### src/hw/rtl/mctos_pkg.sv
package mctos_pkg;

  localparam int NUM_OUT   = 5;
  localparam int DELAY_W   = 16;
  localparam int PERIOD_W  = 12;
  localparam int ELAPSED_W = 23;
  localparam int POS_W     = 4;
  localparam int LEN_W     = 5;
  localparam int ENTRY_W   = 8;
  localparam int TAB_DEPTH = 16;
  localparam int CFG_IDX_W = 1;

  localparam int DEF_CHANNELS         = 5;
  localparam int DEF_MAX_EVENTS       = 16;
  localparam int DEF_TICKS_PER_SECOND = 1000;

  localparam logic [PERIOD_W-1:0] STRICT_PERIOD_RST = 12'd45;
  localparam logic [PERIOD_W-1:0] EXPO_PERIOD_RST   = 12'd600;

  typedef enum logic [1:0] {
    MODE_MANUAL = 2'd0,
    MODE_STRICT = 2'd1,
    MODE_EXPO   = 2'd2
  } mctos_mode_e;

  typedef enum logic [CFG_IDX_W-1:0] {
    REG_STRICT_PERIOD = 1'd0,
    REG_EXPO_PERIOD   = 1'd1
  } mctos_reg_e;

  typedef struct packed {
    logic                              strict_switch;
    logic                              expo_switch;
    logic [NUM_OUT-1:0]                off_switches;
    logic [NUM_OUT-1:0]                on_switches;
    logic [NUM_OUT-1:0][DELAY_W-1:0]   delay;
  } mctos_item_t;

  typedef struct packed {
    logic [NUM_OUT-1:0] output_bits;
    mctos_mode_e        active_mode;
  } mctos_result_t;

  typedef struct packed {
    logic                we;
    mctos_reg_e          idx;
    logic [PERIOD_W-1:0] data;
  } mctos_cfg_t;

  // Schedule times in seconds, unused entries zero.
  localparam logic [ENTRY_W-1:0] STRICT_TAB [NUM_OUT][TAB_DEPTH] = '{
    '{8'd5, 8'd10, 8'd15, 8'd20, 8'd25, 8'd30, 8'd35, 8'd40,
      8'd0, 8'd0, 8'd0, 8'd0, 8'd0, 8'd0, 8'd0, 8'd0},
    '{8'd5, 8'd10, 8'd15, 8'd20, 8'd25, 8'd30, 8'd35, 8'd40,
      8'd0, 8'd0, 8'd0, 8'd0, 8'd0, 8'd0, 8'd0, 8'd0},
    '{8'd5, 8'd10, 8'd15, 8'd20, 8'd25, 8'd30, 8'd35, 8'd40,
      8'd0, 8'd0, 8'd0, 8'd0, 8'd0, 8'd0, 8'd0, 8'd0},
    '{8'd5, 8'd10, 8'd15, 8'd20, 8'd25, 8'd30, 8'd35, 8'd40,
      8'd0, 8'd0, 8'd0, 8'd0, 8'd0, 8'd0, 8'd0, 8'd0},
    '{8'd5, 8'd10, 8'd15, 8'd20, 8'd25, 8'd30, 8'd35, 8'd40,
      8'd0, 8'd0, 8'd0, 8'd0, 8'd0, 8'd0, 8'd0, 8'd0}
  };

  localparam logic [LEN_W-1:0] STRICT_LEN [NUM_OUT] = '{5'd8, 5'd8, 5'd8, 5'd8, 5'd8};

  localparam logic [ENTRY_W-1:0] EXPO_TAB [NUM_OUT][TAB_DEPTH] = '{
    '{8'd0, 8'd10, 8'd15, 8'd20, 8'd25, 8'd30, 8'd35, 8'd40,
      8'd150, 8'd0, 8'd0, 8'd0, 8'd0, 8'd0, 8'd0, 8'd0},
    '{8'd0, 8'd10, 8'd15, 8'd20, 8'd25, 8'd30, 8'd35, 8'd40,
      8'd55, 8'd60, 8'd75, 8'd80, 8'd100, 8'd130, 8'd150, 8'd0},
    '{8'd0, 8'd10, 8'd15, 8'd20, 8'd25, 8'd30, 8'd35, 8'd40,
      8'd60, 8'd75, 8'd100, 8'd130, 8'd150, 8'd0, 8'd0, 8'd0},
    '{8'd0, 8'd10, 8'd15, 8'd20, 8'd25, 8'd30, 8'd35, 8'd40,
      8'd150, 8'd0, 8'd0, 8'd0, 8'd0, 8'd0, 8'd0, 8'd0},
    '{8'd0, 8'd10, 8'd15, 8'd20, 8'd25, 8'd30, 8'd35, 8'd40,
      8'd45, 8'd90, 8'd100, 8'd130, 8'd150, 8'd0, 8'd0, 8'd0}
  };

  localparam logic [LEN_W-1:0] EXPO_LEN [NUM_OUT] = '{5'd9, 5'd15, 5'd13, 5'd9, 5'd13};

endpackage

### src/hw/rtl/mctos_in_stage.sv
module mctos_in_stage (
  input  logic                  clk_i,
  input  logic                  rst_ni,
  input  logic                  in_valid_i,
  output logic                  in_stall_o,
  input  mctos_pkg::mctos_item_t item_i,
  input  logic                  advance_i,
  output logic                  valid_o,
  output mctos_pkg::mctos_item_t item_o
);

  logic                   valid_q;
  mctos_pkg::mctos_item_t item_q;
  logic                   load;

  // Hold the word while the core cannot take it.
  assign in_stall_o = valid_q && !advance_i;
  assign load       = in_valid_i && !in_stall_o;

  always_ff @(posedge clk_i or negedge rst_ni) begin
    if (!rst_ni) begin
      valid_q <= 1'b0;
    end else if (load) begin
      valid_q <= 1'b1;
    end else if (advance_i) begin
      valid_q <= 1'b0;
    end
  end

  always_ff @(posedge clk_i) begin
    if (load) begin
      item_q <= item_i;
    end
  end

  assign valid_o = valid_q;
  assign item_o  = item_q;

endmodule

### src/hw/rtl/mctos_core.sv
module mctos_core #(
  parameter int CHANNELS         = mctos_pkg::DEF_CHANNELS,
  parameter int MAX_EVENTS       = mctos_pkg::DEF_MAX_EVENTS,
  parameter int TICKS_PER_SECOND = mctos_pkg::DEF_TICKS_PER_SECOND
) (
  input  logic                    clk_i,
  input  logic                    rst_ni,
  input  mctos_pkg::mctos_cfg_t   cfg_i,
  input  logic                    advance_i,
  input  mctos_pkg::mctos_item_t  item_i,
  output mctos_pkg::mctos_result_t result_o
);

  localparam int NumOut = mctos_pkg::NUM_OUT;
  localparam int Nch    = (CHANNELS < NumOut) ? CHANNELS : NumOut;
  localparam int EvCap  = (MAX_EVENTS < mctos_pkg::TAB_DEPTH) ? MAX_EVENTS
                                                             : mctos_pkg::TAB_DEPTH;
  localparam int TpsW   = $clog2(TICKS_PER_SECOND + 1);
  localparam int PerW   = mctos_pkg::PERIOD_W + TpsW;
  localparam int CmpW   = (PerW > mctos_pkg::ELAPSED_W) ? PerW : mctos_pkg::ELAPSED_W;

  logic [mctos_pkg::PERIOD_W-1:0] strict_period_q, expo_period_q;

  mctos_pkg::mctos_mode_e                            mode_q, mode_d;
  logic [NumOut-1:0]                                 out_q, out_d;
  logic [NumOut-1:0][mctos_pkg::DELAY_W-1:0]         cd_q, cd_d;
  logic [mctos_pkg::ELAPSED_W-1:0]                   el_q, el_d;
  logic [NumOut-1:0][mctos_pkg::POS_W-1:0]           pos_q, pos_d;

  always_ff @(posedge clk_i or negedge rst_ni) begin
    if (!rst_ni) begin
      strict_period_q <= mctos_pkg::STRICT_PERIOD_RST;
      expo_period_q   <= mctos_pkg::EXPO_PERIOD_RST;
    end else if (cfg_i.we) begin
      unique case (cfg_i.idx)
        mctos_pkg::REG_STRICT_PERIOD: strict_period_q <= cfg_i.data;
        mctos_pkg::REG_EXPO_PERIOD:   expo_period_q   <= cfg_i.data;
        default: ;
      endcase
    end
  end

  always_comb begin
    logic                          entered;
    logic                          is_strict;
    logic                          reload;
    logic [mctos_pkg::LEN_W-1:0]   len;
    logic [mctos_pkg::ENTRY_W-1:0] entry;
    logic [CmpW-1:0]               when_ticks;
    logic [CmpW-1:0]               el_cmp;
    logic [CmpW-1:0]               per_ticks;
    logic [mctos_pkg::PERIOD_W-1:0] period;

    if (item_i.strict_switch) begin
      mode_d = mctos_pkg::MODE_STRICT;
    end else if (item_i.expo_switch) begin
      mode_d = mctos_pkg::MODE_EXPO;
    end else begin
      mode_d = mctos_pkg::MODE_MANUAL;
    end

    entered   = (mode_d != mode_q);
    is_strict = (mode_d == mctos_pkg::MODE_STRICT);
    out_d     = entered ? '0 : out_q;
    cd_d      = cd_q;
    el_d      = el_q;
    pos_d     = pos_q;
    reload    = 1'b0;
    len       = '0;
    entry     = '0;
    when_ticks = '0;
    el_cmp    = '0;
    per_ticks = '0;
    period    = '0;

    if (entered) begin
      if (mode_d == mctos_pkg::MODE_MANUAL) begin
        cd_d = item_i.delay;
      end else begin
        el_d  = '0;
        pos_d = '0;
      end
    end

    unique case (mode_d)
      mctos_pkg::MODE_MANUAL: begin
        for (int i = 0; i < NumOut; i++) begin
          if (i < Nch) begin
            reload = !item_i.off_switches[i] && !item_i.on_switches[i] && !entered &&
                     (cd_d[i] == '0);
            if (item_i.off_switches[i]) begin
              out_d[i] = 1'b0;
            end else if (item_i.on_switches[i]) begin
              out_d[i] = 1'b1;
            end else if (reload) begin
              out_d[i] = ~out_d[i];
            end
            if (reload) begin
              cd_d[i] = item_i.delay[i];
            end else if (!entered && (cd_d[i] != '0)) begin
              cd_d[i] = cd_d[i] - mctos_pkg::DELAY_W'(1);
            end
          end
        end
      end
      mctos_pkg::MODE_STRICT, mctos_pkg::MODE_EXPO: begin
        // Advance elapsed time, saturating at full scale.
        if (!entered && (el_d != '1)) begin
          el_d = el_d + mctos_pkg::ELAPSED_W'(1);
        end
        el_cmp = CmpW'(el_d);
        for (int i = 0; i < NumOut; i++) begin
          len = is_strict ? mctos_pkg::STRICT_LEN[i] : mctos_pkg::EXPO_LEN[i];
          if (len > mctos_pkg::LEN_W'(EvCap)) begin
            len = mctos_pkg::LEN_W'(EvCap);
          end
          entry = is_strict ? mctos_pkg::STRICT_TAB[i][pos_d[i]]
                            : mctos_pkg::EXPO_TAB[i][pos_d[i]];
          when_ticks = CmpW'(entry) * CmpW'(TICKS_PER_SECOND);
          if ((i < Nch) && ({1'b0, pos_d[i]} < len) && (when_ticks < el_cmp)) begin
            out_d[i] = ~out_d[i];
            pos_d[i] = pos_d[i] + mctos_pkg::POS_W'(1);
          end
        end
        // Restart the schedule at the end of the period.
        period    = is_strict ? strict_period_q : expo_period_q;
        per_ticks = CmpW'(period) * CmpW'(TICKS_PER_SECOND);
        if (per_ticks < el_cmp) begin
          el_d  = '0;
          pos_d = '0;
          out_d = '0;
        end
      end
      default: ;
    endcase
  end

  always_ff @(posedge clk_i or negedge rst_ni) begin
    if (!rst_ni) begin
      mode_q <= mctos_pkg::MODE_MANUAL;
      out_q  <= '0;
      cd_q   <= '0;
      el_q   <= '0;
      pos_q  <= '0;
    end else if (advance_i) begin
      mode_q <= mode_d;
      out_q  <= out_d;
      cd_q   <= cd_d;
      el_q   <= el_d;
      pos_q  <= pos_d;
    end
  end

  assign result_o.output_bits = out_d;
  assign result_o.active_mode = mode_d;

endmodule

### src/hw/rtl/multi_channel_timed_output_sequencer_unit.sv
// Channel  Dir  Handshake            Word
// in       in   in_valid_i/stall_o   switches, off/on masks, five reload delays
// out      out  out_valid_o/stall_i  output_bits, active_mode
// cfg      in   cfg_we_i             cfg_idx_i selects period, cfg_data_i value
//
// One word per cycle sustained while out_stall_i stays low; a word passes the input
// register, then a single pass of the core, then the result register.
// Reset clears mode to manual, outputs off, countdowns expired, elapsed time and
// table positions zero; periods return to 45 s and 600 s.
// A stalled result holds in the output register while the input register still
// takes one more word; in_stall_o rises only when both are full.
module multi_channel_timed_output_sequencer_unit #(
  parameter int CHANNELS         = mctos_pkg::DEF_CHANNELS,
  parameter int MAX_EVENTS       = mctos_pkg::DEF_MAX_EVENTS,
  parameter int TICKS_PER_SECOND = mctos_pkg::DEF_TICKS_PER_SECOND
) (
  input  logic                                clk_i,
  input  logic                                rst_ni,
  // configuration
  input  logic                                cfg_we_i,
  input  logic [mctos_pkg::CFG_IDX_W-1:0]     cfg_idx_i,
  input  logic [mctos_pkg::PERIOD_W-1:0]      cfg_data_i,
  // input channel
  input  logic                                in_valid_i,
  output logic                                in_stall_o,
  input  logic                                strict_switch_i,
  input  logic                                expo_switch_i,
  input  logic [mctos_pkg::NUM_OUT-1:0]       off_switches_i,
  input  logic [mctos_pkg::NUM_OUT-1:0]       on_switches_i,
  input  logic [mctos_pkg::DELAY_W-1:0]       delay_0_i,
  input  logic [mctos_pkg::DELAY_W-1:0]       delay_1_i,
  input  logic [mctos_pkg::DELAY_W-1:0]       delay_2_i,
  input  logic [mctos_pkg::DELAY_W-1:0]       delay_3_i,
  input  logic [mctos_pkg::DELAY_W-1:0]       delay_4_i,
  // output channel
  output logic                                out_valid_o,
  input  logic                                out_stall_i,
  output logic [mctos_pkg::NUM_OUT-1:0]       output_bits_o,
  output logic [1:0]                          active_mode_o
);

  mctos_pkg::mctos_item_t   in_item;
  mctos_pkg::mctos_item_t   s1_item;
  mctos_pkg::mctos_cfg_t    cfg;
  mctos_pkg::mctos_result_t res_d, res_q;
  logic                     s1_valid;
  logic                     advance;
  logic                     out_valid_q;

  // Pack the input word.
  assign in_item.strict_switch = strict_switch_i;
  assign in_item.expo_switch   = expo_switch_i;
  assign in_item.off_switches  = off_switches_i;
  assign in_item.on_switches   = on_switches_i;
  assign in_item.delay[0]      = delay_0_i;
  assign in_item.delay[1]      = delay_1_i;
  assign in_item.delay[2]      = delay_2_i;
  assign in_item.delay[3]      = delay_3_i;
  assign in_item.delay[4]      = delay_4_i;

  assign cfg.we   = cfg_we_i;
  assign cfg.idx  = mctos_pkg::mctos_reg_e'(cfg_idx_i);
  assign cfg.data = cfg_data_i;

  // Advance a registered word into the core when the result register is free
  // or being drained this cycle.
  assign advance = s1_valid && (!out_valid_q || !out_stall_i);

  mctos_in_stage u_in_stage (
    .clk_i      (clk_i),
    .rst_ni     (rst_ni),
    .in_valid_i (in_valid_i),
    .in_stall_o (in_stall_o),
    .item_i     (in_item),
    .advance_i  (advance),
    .valid_o    (s1_valid),
    .item_o     (s1_item)
  );

  mctos_core #(
    .CHANNELS         (CHANNELS),
    .MAX_EVENTS       (MAX_EVENTS),
    .TICKS_PER_SECOND (TICKS_PER_SECOND)
  ) u_core (
    .clk_i     (clk_i),
    .rst_ni    (rst_ni),
    .cfg_i     (cfg),
    .advance_i (advance),
    .item_i    (s1_item),
    .result_o  (res_d)
  );

  // Result register: hold while stalled, drop once taken.
  always_ff @(posedge clk_i or negedge rst_ni) begin
    if (!rst_ni) begin
      out_valid_q <= 1'b0;
    end else if (advance) begin
      out_valid_q <= 1'b1;
    end else if (!out_stall_i) begin
      out_valid_q <= 1'b0;
    end
  end

  always_ff @(posedge clk_i) begin
    if (advance) begin
      res_q <= res_d;
    end
  end

  assign out_valid_o   = out_valid_q;
  assign output_bits_o = res_q.output_bits;
  assign active_mode_o = res_q.active_mode;

endmodule

### config.mk
export PLATFORM = sky130hd
export DESIGN_NAME = multi_channel_timed_output_sequencer_unit
export DESIGN_NICKNAME = d
export VERILOG_FILES = /design/src/hw/rtl/mctos_pkg.sv /design/src/hw/rtl/mctos_in_stage.sv /design/src/hw/rtl/mctos_core.sv /design/src/hw/rtl/multi_channel_timed_output_sequencer_unit.sv
export SDC_FILE = /design/constraint.sdc
export NUM_CORES = 1
export LEC_CHECK = 0
export ABC_AREA = 1
export BUFFER_PORTS_ARGS = -buffer_cell sky130_fd_sc_hd__buf_2
export CAP_MARGIN = 25
export CORE_ASPECT_RATIO = 0.6
export CORE_MARGIN = 1.5
export CORE_UTILIZATION = 35
export CTS_CLUSTER_SIZE = 12
export DETAILED_ROUTE_END_ITERATION = 8
export GPL_ROUTABILITY_DRIVEN = 0
export PLACE_DENSITY = 0.54
export SLEW_MARGIN = 20
export SYNTH_ARGS = -nofsm -noshare
export SYNTH_HDL_FRONTEND = slang
export SYNTH_SLANG_ARGS = --single-unit
### constraint.sdc
create_clock -name clk_i -period 12.7 [get_ports clk_i]
set_input_delay 0.635 -clock clk_i [delete_from_list [all_inputs] [get_ports clk_i]]
set_output_delay 0.635 -clock clk_i [all_outputs]
set_load 0.005 [all_outputs]
# == Yosys cells after proc, flatten, opt, wreduce, memory -nomap -nowiden ==
# Memories as Yosys holds them, arrays and structs flattened.
# Index checks and enable logic that the tools add are counted.
# totals
ff_bits,255
romBits,1280
inputBits,110
output_inout_bits,9
elab_cells,242
mem_count,10
# mem_list
name,words,width,read_ports,rd_clocked_by_memory_dff,wr,line_no,text
(name not given),16,8,1,0,0,mctos_core.sv:117,entry = is_strict ? mctos_pkg::STRICT_TAB[i][pos_d[i]]
(name not given),16,8,1,0,0,mctos_core.sv:118,: mctos_pkg::EXPO_TAB[i][pos_d[i]];
(name not given),16,8,1,0,0,mctos_core.sv:117,
(name not given),16,8,1,0,0,mctos_core.sv:118,
(name not given),16,8,1,0,0,mctos_core.sv:117,
(name not given),16,8,1,0,0,mctos_core.sv:117,
+4 memories,-,-,-,-,-,-,
# op_classes
addsub,11
n_mul,6
magnitude_cmp,19
n_eq_ne,5
n_mux,92
n_bitwise,11
n_reduce_logical,60
# ops
operator,count
$mux W80,3
$mux W8,25
$mux W16,10
$mux W23,6
$lt A18 B23 Y1,5
$logic_not A16 Y1,5
$mux W20,4
$reduce_bool A16 Y1,5
$sub A16 B1 Y16 const B,5
$mul A8 B7 Y15 const B,5
$mux W5,8
$logic_and A1 B1 Y1,29
$ge A5 B5 Y1 const B,5
$lt A4 B5 Y1,5
$mux W1,25
$not A4 Y5,5
$add A23 B1 Y23 const B,1
$lt A22 B23 Y1,1
$ne A23 B23 Y1 const B,1
$add A4 B1 Y4 const B,5
$mux W4,5
$mul A12 B7 Y19 const B,1
$gt A5 B5 Y1 const B,3
$logic_not A1 Y1,15
other kinds (14),22

# == Longest topological paths before layout ==
# Gate-level depths: netlist (run 1).
# logic_depth
depth_word,16
mapped_depth,51
mapped_depth_nobuf,48

# == Modules after synthesis ==
# Synthesis (run 1) repeated with hierarchy kept, for this count alone.
# unflattened
cells_unflattened,3154
hier_area_um2,25532.0
# by_module_without_submodules
module,instances,cells_each,area_per_inst_um2,seq_area_each_um2
mctos_core,1,3043,22456.5,3863.7
mctos_in_stage,1,99,2820.2,2787.7
multi_channel_timed_output_sequencer_unit,1,12,255.2,235.2

# == Worst setup path after synthesis (run 1) ==
# No wires, ideal clock.
# synth_timing
path_type,register -> register
from,register u_in_stage.item_q (netlist bit u_in_stage.item_o[91])
to,register u_core.pos_q[11] (netlist bit)
setup_time_ns,0.118
t_arrival_ns,7.496
t_required_ns,12.582
path_slack_ns,5.086
path_stages_with_launch,49
path_buffers,4
period_less_slack_ns,7.614
path_cell_list,edfxtp_1 -> buf_6 -> inv_4 -> nand2_1 -> nand2_1 -> nand3_4 -> nand2_4 -> buf_6 -> inv_1 -> buf_2 -> buf_2 -> nor2_1 -> inv_1 -> nor2_1 -> inv_1 -> nor2_1 -> a21boi_0 -> o22ai_1 -> (+13 left out) -> nor2_1 -> o21ai_0 -> nand2_1 -> a21oi_1 -> nor2_1 -> nor2_1 -> xor2_1 -> ha_1 -> a21oi_1 -> nor2_1 -> nand2_2 -> nand2_1 -> nor2_2 -> nand3_1 -> nor2_1 -> nand3_1 -> nand3_1 -> nand2_1
# synth_via
elab_chain_len,15
word_cells_on_any_way,39
cone_classes,add/sub: 2; mul: 2; order compare: 4; eq/ne: 4; mux: 19; bitwise: 1; reduce/logical: 5; memory: 2
# synth_lines
item,line_no,text
start: declaration,mctos_in_stage.sv:13,mctos_pkg::mctos_item_t item_q;
start signal: assignment,mctos_in_stage.sv:32,item_q <= item_i;
$mux W2 *,mctos_core.sv:54,if (item_i.strict_switch) begin
$logic_not A2 Y1,mctos_core.sv:77,if (mode_d == mctos_pkg::MODE_MANUAL) begin
$mux W20,mctos_core.sv:77,
$mux W20,mctos_core.sv:76,if (entered) begin
$not A4 Y5 (implied by the code),"mctos_core.sv:117, mctos_core.sv:118",
"$mem_v2 Z16 W8, on equally long branches",-,
"$mux W8, on equally long branches (2 in a row)","mctos_core.sv:118, mctos_core.sv:117",
$mux W8,mctos_core.sv:117,
$mul A8 B7 Y15,mctos_core.sv:119,when_ticks = CmpW'(entry) * CmpW'(TICKS_PER_SECOND);
$lt A18 B23 Y1,mctos_core.sv:120,"if ((i < Nch) && ({1'b0, pos_d[i]} < len) && (when_ticks < el_cmp)) begin"
$logic_and A1 B1 Y1,mctos_core.sv:120,
$mux W4,mctos_core.sv:120,
$mux W20,mctos_core.sv:128,if (per_ticks < el_cmp) begin
$mux W20 *,mctos_core.sv:85,unique case (mode_d)
end signal: assignment,mctos_core.sv:150,pos_q <= pos_d;
end: declaration,mctos_core.sv:28,"logic [NumOut-1:0][mctos_pkg::POS_W-1:0] pos_q, pos_d;"
# Every way passes the cells marked *; elsewhere a longest branch is shown, timed or not. The select of a mux whose other input is x is not followed.
# A chain may end at the register's enable or synchronous reset.

# == Final worst setup path (run 1) ==
# Same ends and word-level chain as after synthesis.

==> flow_summary.ini, run 1 <==
[critical_path]
crit_path_max_incr_delay_ps = 580
critPathKind = register to register
path_max_fanout = 36
slowest_stage = nor2_1
end_kind = register
worst_path_most_repeated_cell = nor2_1
critPathLaunchType = register
required_ps = 13160
cp.arrival_ps = 9940

[finish]
drive_gt1_frac = 0.0810
area_growth_pct = 10.2
nNetsFinal = 3865
most-common-layout-cells = inv_1 (555), nand2_1 (469), ha_1 (344)
fillers = 7427
final_core_util = 0.391
layout_commonest_cell = inv_1
antenna_cells = 0

[timing]
rsz0062_at_grt = false
slew_headroom = 0.313
hold_viol = 0
clock_skew_ps = 41.6
final-setup-viol-count = 0
slew_violations = 0
post-route-period-util = 0.746
fmax_ghz = 0.106
fin_tns_setup_ps = 0
whs_ps = 43.4
worst_slack_ps = 3220
worstMarginPinSlew_ps = 1030
finalCriticalPeriod_ps = 9480

[placement]
dp_hpwl_um = 54400
place_ws_ps = 3360
io_buffers = 118

[grt]
antenna_found_initial = 0
grt_pass1_vias = 19129
overflow = 0
track_usage = 0.189
grt_max_degree = 71
grt_pass1_wl_um = 112000

[yosys]
ys_async_sr_fraction = 0.612
netlist_instances = 3167
yosysWarnings = 0
yosysUniqueCellTypes = 60
synth.avg_cell_area_um2 = 8.08
ys.flop_type = dfrtp_1
synth-edff-count = 99
yosysSeqAreaShare = 0.269
syn_area_mm2 = 0.0256
ys_seq_elements = 255
synth_nets = 3756

[floorplanning]
coreArea_mm2 = 0.0721
start_util = 0.355
fp.dieArea_mm2 = 0.0748
rows = 76
die_w_um = 352
ios = 119
die_h_um = 212

[drt]
detail_route.wl_per_cell_um = 16.3
via_per_inst = 4.87
drcViolationCount = 0
ant_nets = 0
routed_wl_um = 69700
firstDrtPassIters = 5
drt-initial-drc-count = 1845
via_count = 20804

[clocking]
tritoncts = done
clock_sinks = 255
cts-resized-gates = 0
cts_setup_buffers = 0
h-tree-depth = 1
clkTransAtPathRegs_ps = 70
cts_root_buf = clkbuf_16
postCtsHoldBufs = 0
clock_latency_ps = 600
clk_path_buf_depth = 3
numCtsBuffers = 28

[run_status]
status = finished, final reports clean

[run]
cap_violations = 0

[worst_hold_path]
worstHoldPathType = input port to async pin
[registers in the layout (all words and copies together) (netlist names)]
name and cells:
out_valid_o 1, u_core.el_q 23, u_core.strict_period_q 12, output_bits_o 5, u_core.mode_q 2, u_core.pos_q 20, active_mode_o 2, u_core.expo_period_q 12
u_in_stage.valid_o 1, u_core.out_q 5, u_core.cd_q 80, u_in_stage.item_o 92
[critical path, delay by kind of cell, from the launching register on]
kind | cells | cell delay (ps)
compound gates | 8 | 1580
xor+xnor | 2 | 430
fa+ha+maj | 6 | 2420
buf+inv | 7 | 1470
flops | 1 | 350
simple gates | 22 | 3010
[worst paths after layout]
check | start | end | slack (ps) | cells after the start
max in group asynchronous | rst_ni | out_valid_o | 10810 | 3
min in group clk_i | delay_1_i[5] | u_in_stage.item_o[21] | 210 | 1
min | rst_ni | u_core.strict_period_q[4] | 40 | 1
max reg2reg | u_in_stage.item_o[91] | u_core.pos_q[11] | 3220 | 45
max | u_in_stage.item_o[91] | u_core.pos_q[11] | 3220 | 45
min reg2reg | u_core.cd_q[75] | u_core.cd_q[75] | 480 | 2
[cell type report]
cell class / count / area (µm²) / share of cell area
Multi-Input combinational cell: 2273 / 16200 / 0.576
Sequential cell: 255 / 6890 / 0.244
Inverter: 568 / 2140 / 0.0758
Tap cell: 975 / 1220 / 0.0432
Timing Repair Buffer: 150 / 832 / 0.0295
Clock buffer: 44 / 813 / 0.0288
Clock inverter: 8 / 81.3 / 0.00288
[synthesized netlist by cell type, types with 8 or more instances]
library cell,number,area share
o21a_1,29,0.0085
a21oi_1,148,0.029
nor2_1,307,0.045
dfstp_2,8,0.0082
o22ai_1,74,0.018
inv_1,556,0.082
nand4_1,28,0.0068
nand3_1,138,0.027
o211ai_1,22,0.0065
nor3_1,31,0.0061
ha_1,344,0.17
o21ai_1,18,0.0035
dfrtp_1,148,0.14
a211oi_1,12,0.0035
nand2_1,470,0.069
clkbuf_1,46,0.0067
inv_2,9,0.0013
edfxtp_1,99,0.12
o21ai_0,237,0.046
xnor2_1,53,0.018
nor4_1,19,0.0046
nand2_2,13,0.0032
buf_2,10,0.0020
nor2_2,12,0.0029
fa_1,135,0.11
xor2_1,91,0.031
o21bai_1,17,0.0050
[cell families after synthesis]
| kind of cell | after synthesis | share of synthesized area |
|---|---|---|
| simple gates | 1055 | 0.178 |
| buf+inv | 639 | 0.0972 |
| mux | 1 | 0.000391 |
| fa+ha+maj | 479 | 0.274 |
| xor+xnor | 145 | 0.0499 |
| flops | 255 | 0.269 |
| compound gates | 593 | 0.132 |
[per-layer routing]
layer	vias to the layer above	global-route usage	part of all wire	wire, µm
met3	45	0.0366	0.073	5110
met2	596	0.232	0.34	24000
met4	0	0.0220	0.010	716
met1	9526	0.325	0.57	39900
met5	-	0	0	0
li1	10637	-	-	-
[stage by stage]
step                cell area [µm²]  std cells
floorplan                     25600       3167
global placement              27300       4219
detailed placement            27300       4220
CTS                           28200       4272
global route                  28200       4273
finish                        28200       4273
Power of run 1 is left out: the tool's default activity adds up to more than one toggle a clock period on the data nets, which glitch-free logic cannot reach.
==> run 2, diff against run 1 <==
- PLACE_DENSITY: 0.54 -> 0.56
- clock period: 12.7 -> 7.6 ns (I/O delays scaled with it)
==> flow_summary.ini, run 2 (synthesis results as in run 1) <==
[grt]
busiest_layer = met1
track_usage = 0.194
grt_max_degree = 80
grtUsageMet2 = 0.248
overflow = 0
met3_usage = 0.0425
grtUsageMet1 = 0.327
antenna_found_initial = 1
grt_pass1_wl_um = 115000
grt_pass1_vias = 20192

[floorplanning]
fp.dieArea_mm2 = 0.0748
start_util = 0.355
coreArea_mm2 = 0.0721
ios = 119
die_w_um = 352
rows = 76
die_h_um = 212

[drt]
drcViolationCount = 0
detail_route.wl_per_cell_um = 16.3
routed_wl_um = 72800
ant_nets = 0
firstDrtPassIters = 5
via_count = 21859
via_per_inst = 4.89
drt-initial-drc-count = 1713

[critical_path]
cp_num_cells = 41
critPathLaunchType = register
path_max_fanout = 13
required_ps = 8030
reg2reg_from = u_in_stage.item_o[91]
worstReg2RegEnd = u_core.pos_q[4]
worstSetupEndpoint = u_core.pos_q[4]
critPathKind = register to register
cp-startpoint = u_in_stage.item_o[91]
end_kind = register
cp.arrival_ps = 7680
crit_path_max_incr_delay_ps = 520
cp_num_buf_inv = 9
cpLargestDelayFamily = adder cells
slowest_stage = fa_1
reg2reg_depth = 41
rrSetupSlack_ps = 350

[timing]
finalCriticalPeriod_ps = 7250
slew_headroom = 0.352
worst_slack_ps = 352
worstMarginPinSlew_ps = 971
fmax_ghz = 0.138
hold_viol = 0
clock_skew_ps = 28.4
final-setup-viol-count = 0
fin_tns_setup_ps = 0
slew_violations = 0
post-route-period-util = 0.954

[placement]
io_buffers = 118
place_ws_ps = -49.1
dp_hpwl_um = 56000
placed_area_mm2 = 0.0280

[worst_hold_path]
hp-start = delay_0_i[13]
holdPathStages = 1
worstHoldPathType = input port to register

[clocking]
numCtsBuffers = 27
clkTransAtPathRegs_ps = 70
h-tree-depth = 1
clk_path_buf_depth = 3
cts_root_buf = clkbuf_16
clock_latency_ps = 580
clock_sinks = 255
tritoncts = done

[finish]
nNetsFinal = 4064
finalInstanceArea_mm2 = 0.0304
layout_commonest_cell = inv_1
largest_reg_flops = 92
most-common-layout-cells = inv_1 (543), nand2_1 (465), ha_1 (337)
antenna_cells = 0
area_growth_pct = 18.7
drive_gt1_frac = 0.134
final_core_util = 0.422

[run]
cap_violations = 0

[run_status]
status = finished, final reports clean
[run 2: cell types whose count changed in the layout (fill, tap and decap cells not counted), sizes merged]
cell,delta
buf,+113
inv,-2
clkinvlp,+2
dlygate4sd3,+88
clkbuf,-4
[run 2: final cells by class]
| cell class | instances | area (µm²) |
|---|---|---|
| inverter | 568 | 2140 |
| clock inverter | 8 | 67.6 |
| clock buffer | 41 | 759 |
| multi-input combinational | 2273 | 16700 |
| tap | 975 | 1220 |
| sequential | 255 | 6890 |
| timing repair buffer | 350 | 2620 |
| fill | 7350 | 41700 |
[run 2: per-layer routing]
layer  share of wire  routed length [µm]
met1            0.55               39900
met2            0.36               26300
met5               0                   0
met4          0.0067                 485
met3           0.084                6130
[run 2: repair_timing]
action	CTS	global route
pin swaps	0	40
hold buffers	83	5
setup endpoints to repair	14	52
setup buffers	0	21
gates resized for setup	3	126
hold endpoints to repair	129	5
[run 2: worst register-to-register path, delay by kind of cell (launching register included)]
kind,cells,cell delay [ps]
adders and majority gates,7,2810
and+or+nand+nor,16,1570
AOI/OAI and AO/OA,8,1070
buffers and inverters,9,870
DFF,1,510
xor gates and xnor gates,1,260
[run 2: metrics by stage]
step | std cells | hold slack, ps
finish | 4470 | 30.2
CTS | 4444 | 2.16
detailed placement | 4312 | 407
global placement | 4312 | 406
floorplan | 3167 | 84.4
global route | 4470 | 3.24
[run 2: worst min path at each step]
stage / end / slack (ps)
2_1_floorplan: out_valid_o / 80
3_3_place_gp: u_core.strict_period_q[1] / 410
3_5_place_dp: u_core.strict_period_q[1] / 410
4_1_cts: u_in_stage.item_o[14] / 2
5_1_grt: u_in_stage.item_o[12] / 3
6_report: u_in_stage.item_o[13] / 30
Power of run 2 is left out for the same reason.
==> run 3, diff against run 2 <==
- MAX_ROUTING_LAYER: default -> met4
==> flow_summary.ini, run 3 (synthesis results as in run 1) <==
[placement]
io_buffers = 118
dp_hpwl_um = 56000
place_ws_ps = -49.1

[finish]
antenna_cells = 0
most-common-layout-cells = inv_1 (543), nand2_1 (465), ha_1 (336)
fillers = 7346
layout_commonest_cell = inv_1
largest_reg_flops = 92
area_growth_pct = 18.8
nNetsFinal = 4064
drive_gt1_frac = 0.134

[drt]
drt-initial-drc-count = 1686
detail_route.wl_per_cell_um = 16.3
ant_nets = 0
routed_wl_um = 72800
via_per_inst = 4.88
drcViolationCount = 0
firstDrtPassIters = 7
via_count = 21813

[timing]
clock_skew_ps = 29.1
post-route-period-util = 0.953
worstMarginPinSlew_ps = 958
slew_violations = 0
worst_slack_ps = 357
hold_viol = 0
fmax_ghz = 0.138
final-setup-viol-count = 0
slew_headroom = 0.361
finalCriticalPeriod_ps = 7240

[run_status]
status = finished, final reports clean

[clocking]
numCtsBuffers = 27
clock_latency_ps = 580
tritoncts = done
clock_sinks = 255
h-tree-depth = 1
clk_path_buf_depth = 3
clkTransAtPathRegs_ps = 70
cts_root_buf = clkbuf_16

[floorplanning]
ios = 119
die_h_um = 212
fp.dieArea_mm2 = 0.0748
die_w_um = 352
start_util = 0.355
coreArea_mm2 = 0.0721
rows = 76

[grt]
grt_pass1_vias = 20206
overflow = 0
grt_max_degree = 80
antenna_found_initial = 1
grt_pass1_wl_um = 115000
track_usage = 0.200

[critical_path]
reg2reg_depth = 41
required_ps = 8030
cp.arrival_ps = 7670
critPathLaunchType = register
slowest_stage = fa_1
end_kind = register
crit_path_max_incr_delay_ps = 520
critPathKind = register to register
path_max_fanout = 13

[worst_hold_path]
holdPathStages = 1
worstHoldPathType = input port to register

[run]
cap_violations = 0
[run 3: cell count changes in the layout (fill, tap and decap cells not counted)]
| cell | change |
|---|---|
| a21oi_1 | -1 |
| a21oi_2 | +1 |
| ha_1 | -1 |
| ha_4 | +1 |
[run 3: layout make-up]
type	count	area, µm²	share of cell area
clock inverter	8	67.6	0.00222
timing repair buffer	350	2620	0.0862
tap	975	1220	0.0401
multi-input combinational	2273	16700	0.549
clock buffer	41	759	0.0250
sequential	255	6890	0.227
inverter	568	2140	0.0705
[run 3: final timing paths]
| path | slack (ps) | endpoint | startpoint |
|---|---|---|---|
| worst max-delay path | 360 | u_core.pos_q[4] | u_in_stage.item_o[91] |
| worst min-delay path | 30 | u_in_stage.item_o[13] | delay_0_i[13] |
| worst max register to register | 360 | u_core.pos_q[4] | u_in_stage.item_o[91] |
| worst min register to register | 470 | u_core.cd_q[43] | u_core.cd_q[43] |
| max in group asynchronous | 5810 | u_core.cd_q[51] | rst_ni |
| min in group asynchronous | 360 | u_core.expo_period_q[1] | rst_ni |
[run 3: metal layers]
layer,global-route usage,wire (µm)
met3,0.0425,5790
met4,0.0183,516
met5,-,0
met1,0.327,40300
met2,0.248,26200
[run 3: worst max-delay path, delay by kind of cell (launching register included)]
kind | cells | cell delay (ps)
fa+ha+maj | 7 | 2800
flops | 1 | 510
compound gates | 8 | 1080
simple gates | 16 | 1580
buf+inv | 9 | 890
xor+xnor | 1 | 250
[run 3: timing repair]
action | in CTS | in global routing
endpoints found under the hold margin | 129 | 5
resized for setup | 3 | 128
endpoints found under the setup margin | 14 | 52
hold buffers | 83 | 5
buffers inserted | 0 | 21
pin swaps | 0 | 40
[run 3: per-stage QoR]
stage          instances  TNS (ps)  cell area, µm²  utilization  hold slack (ps)
3_5_place_dp        4312      -194           28000        0.389              407
6_report            4470         0           30400        0.422             26.8
2_1_floorplan       3167         0           25600            -             84.4
4_1_cts             4444         0           29700        0.412             2.16
5_1_grt             4470      -660           30400        0.422             3.26
3_3_place_gp        4312         0           28000        0.389              406
Power of run 3 is left out for the same reason.
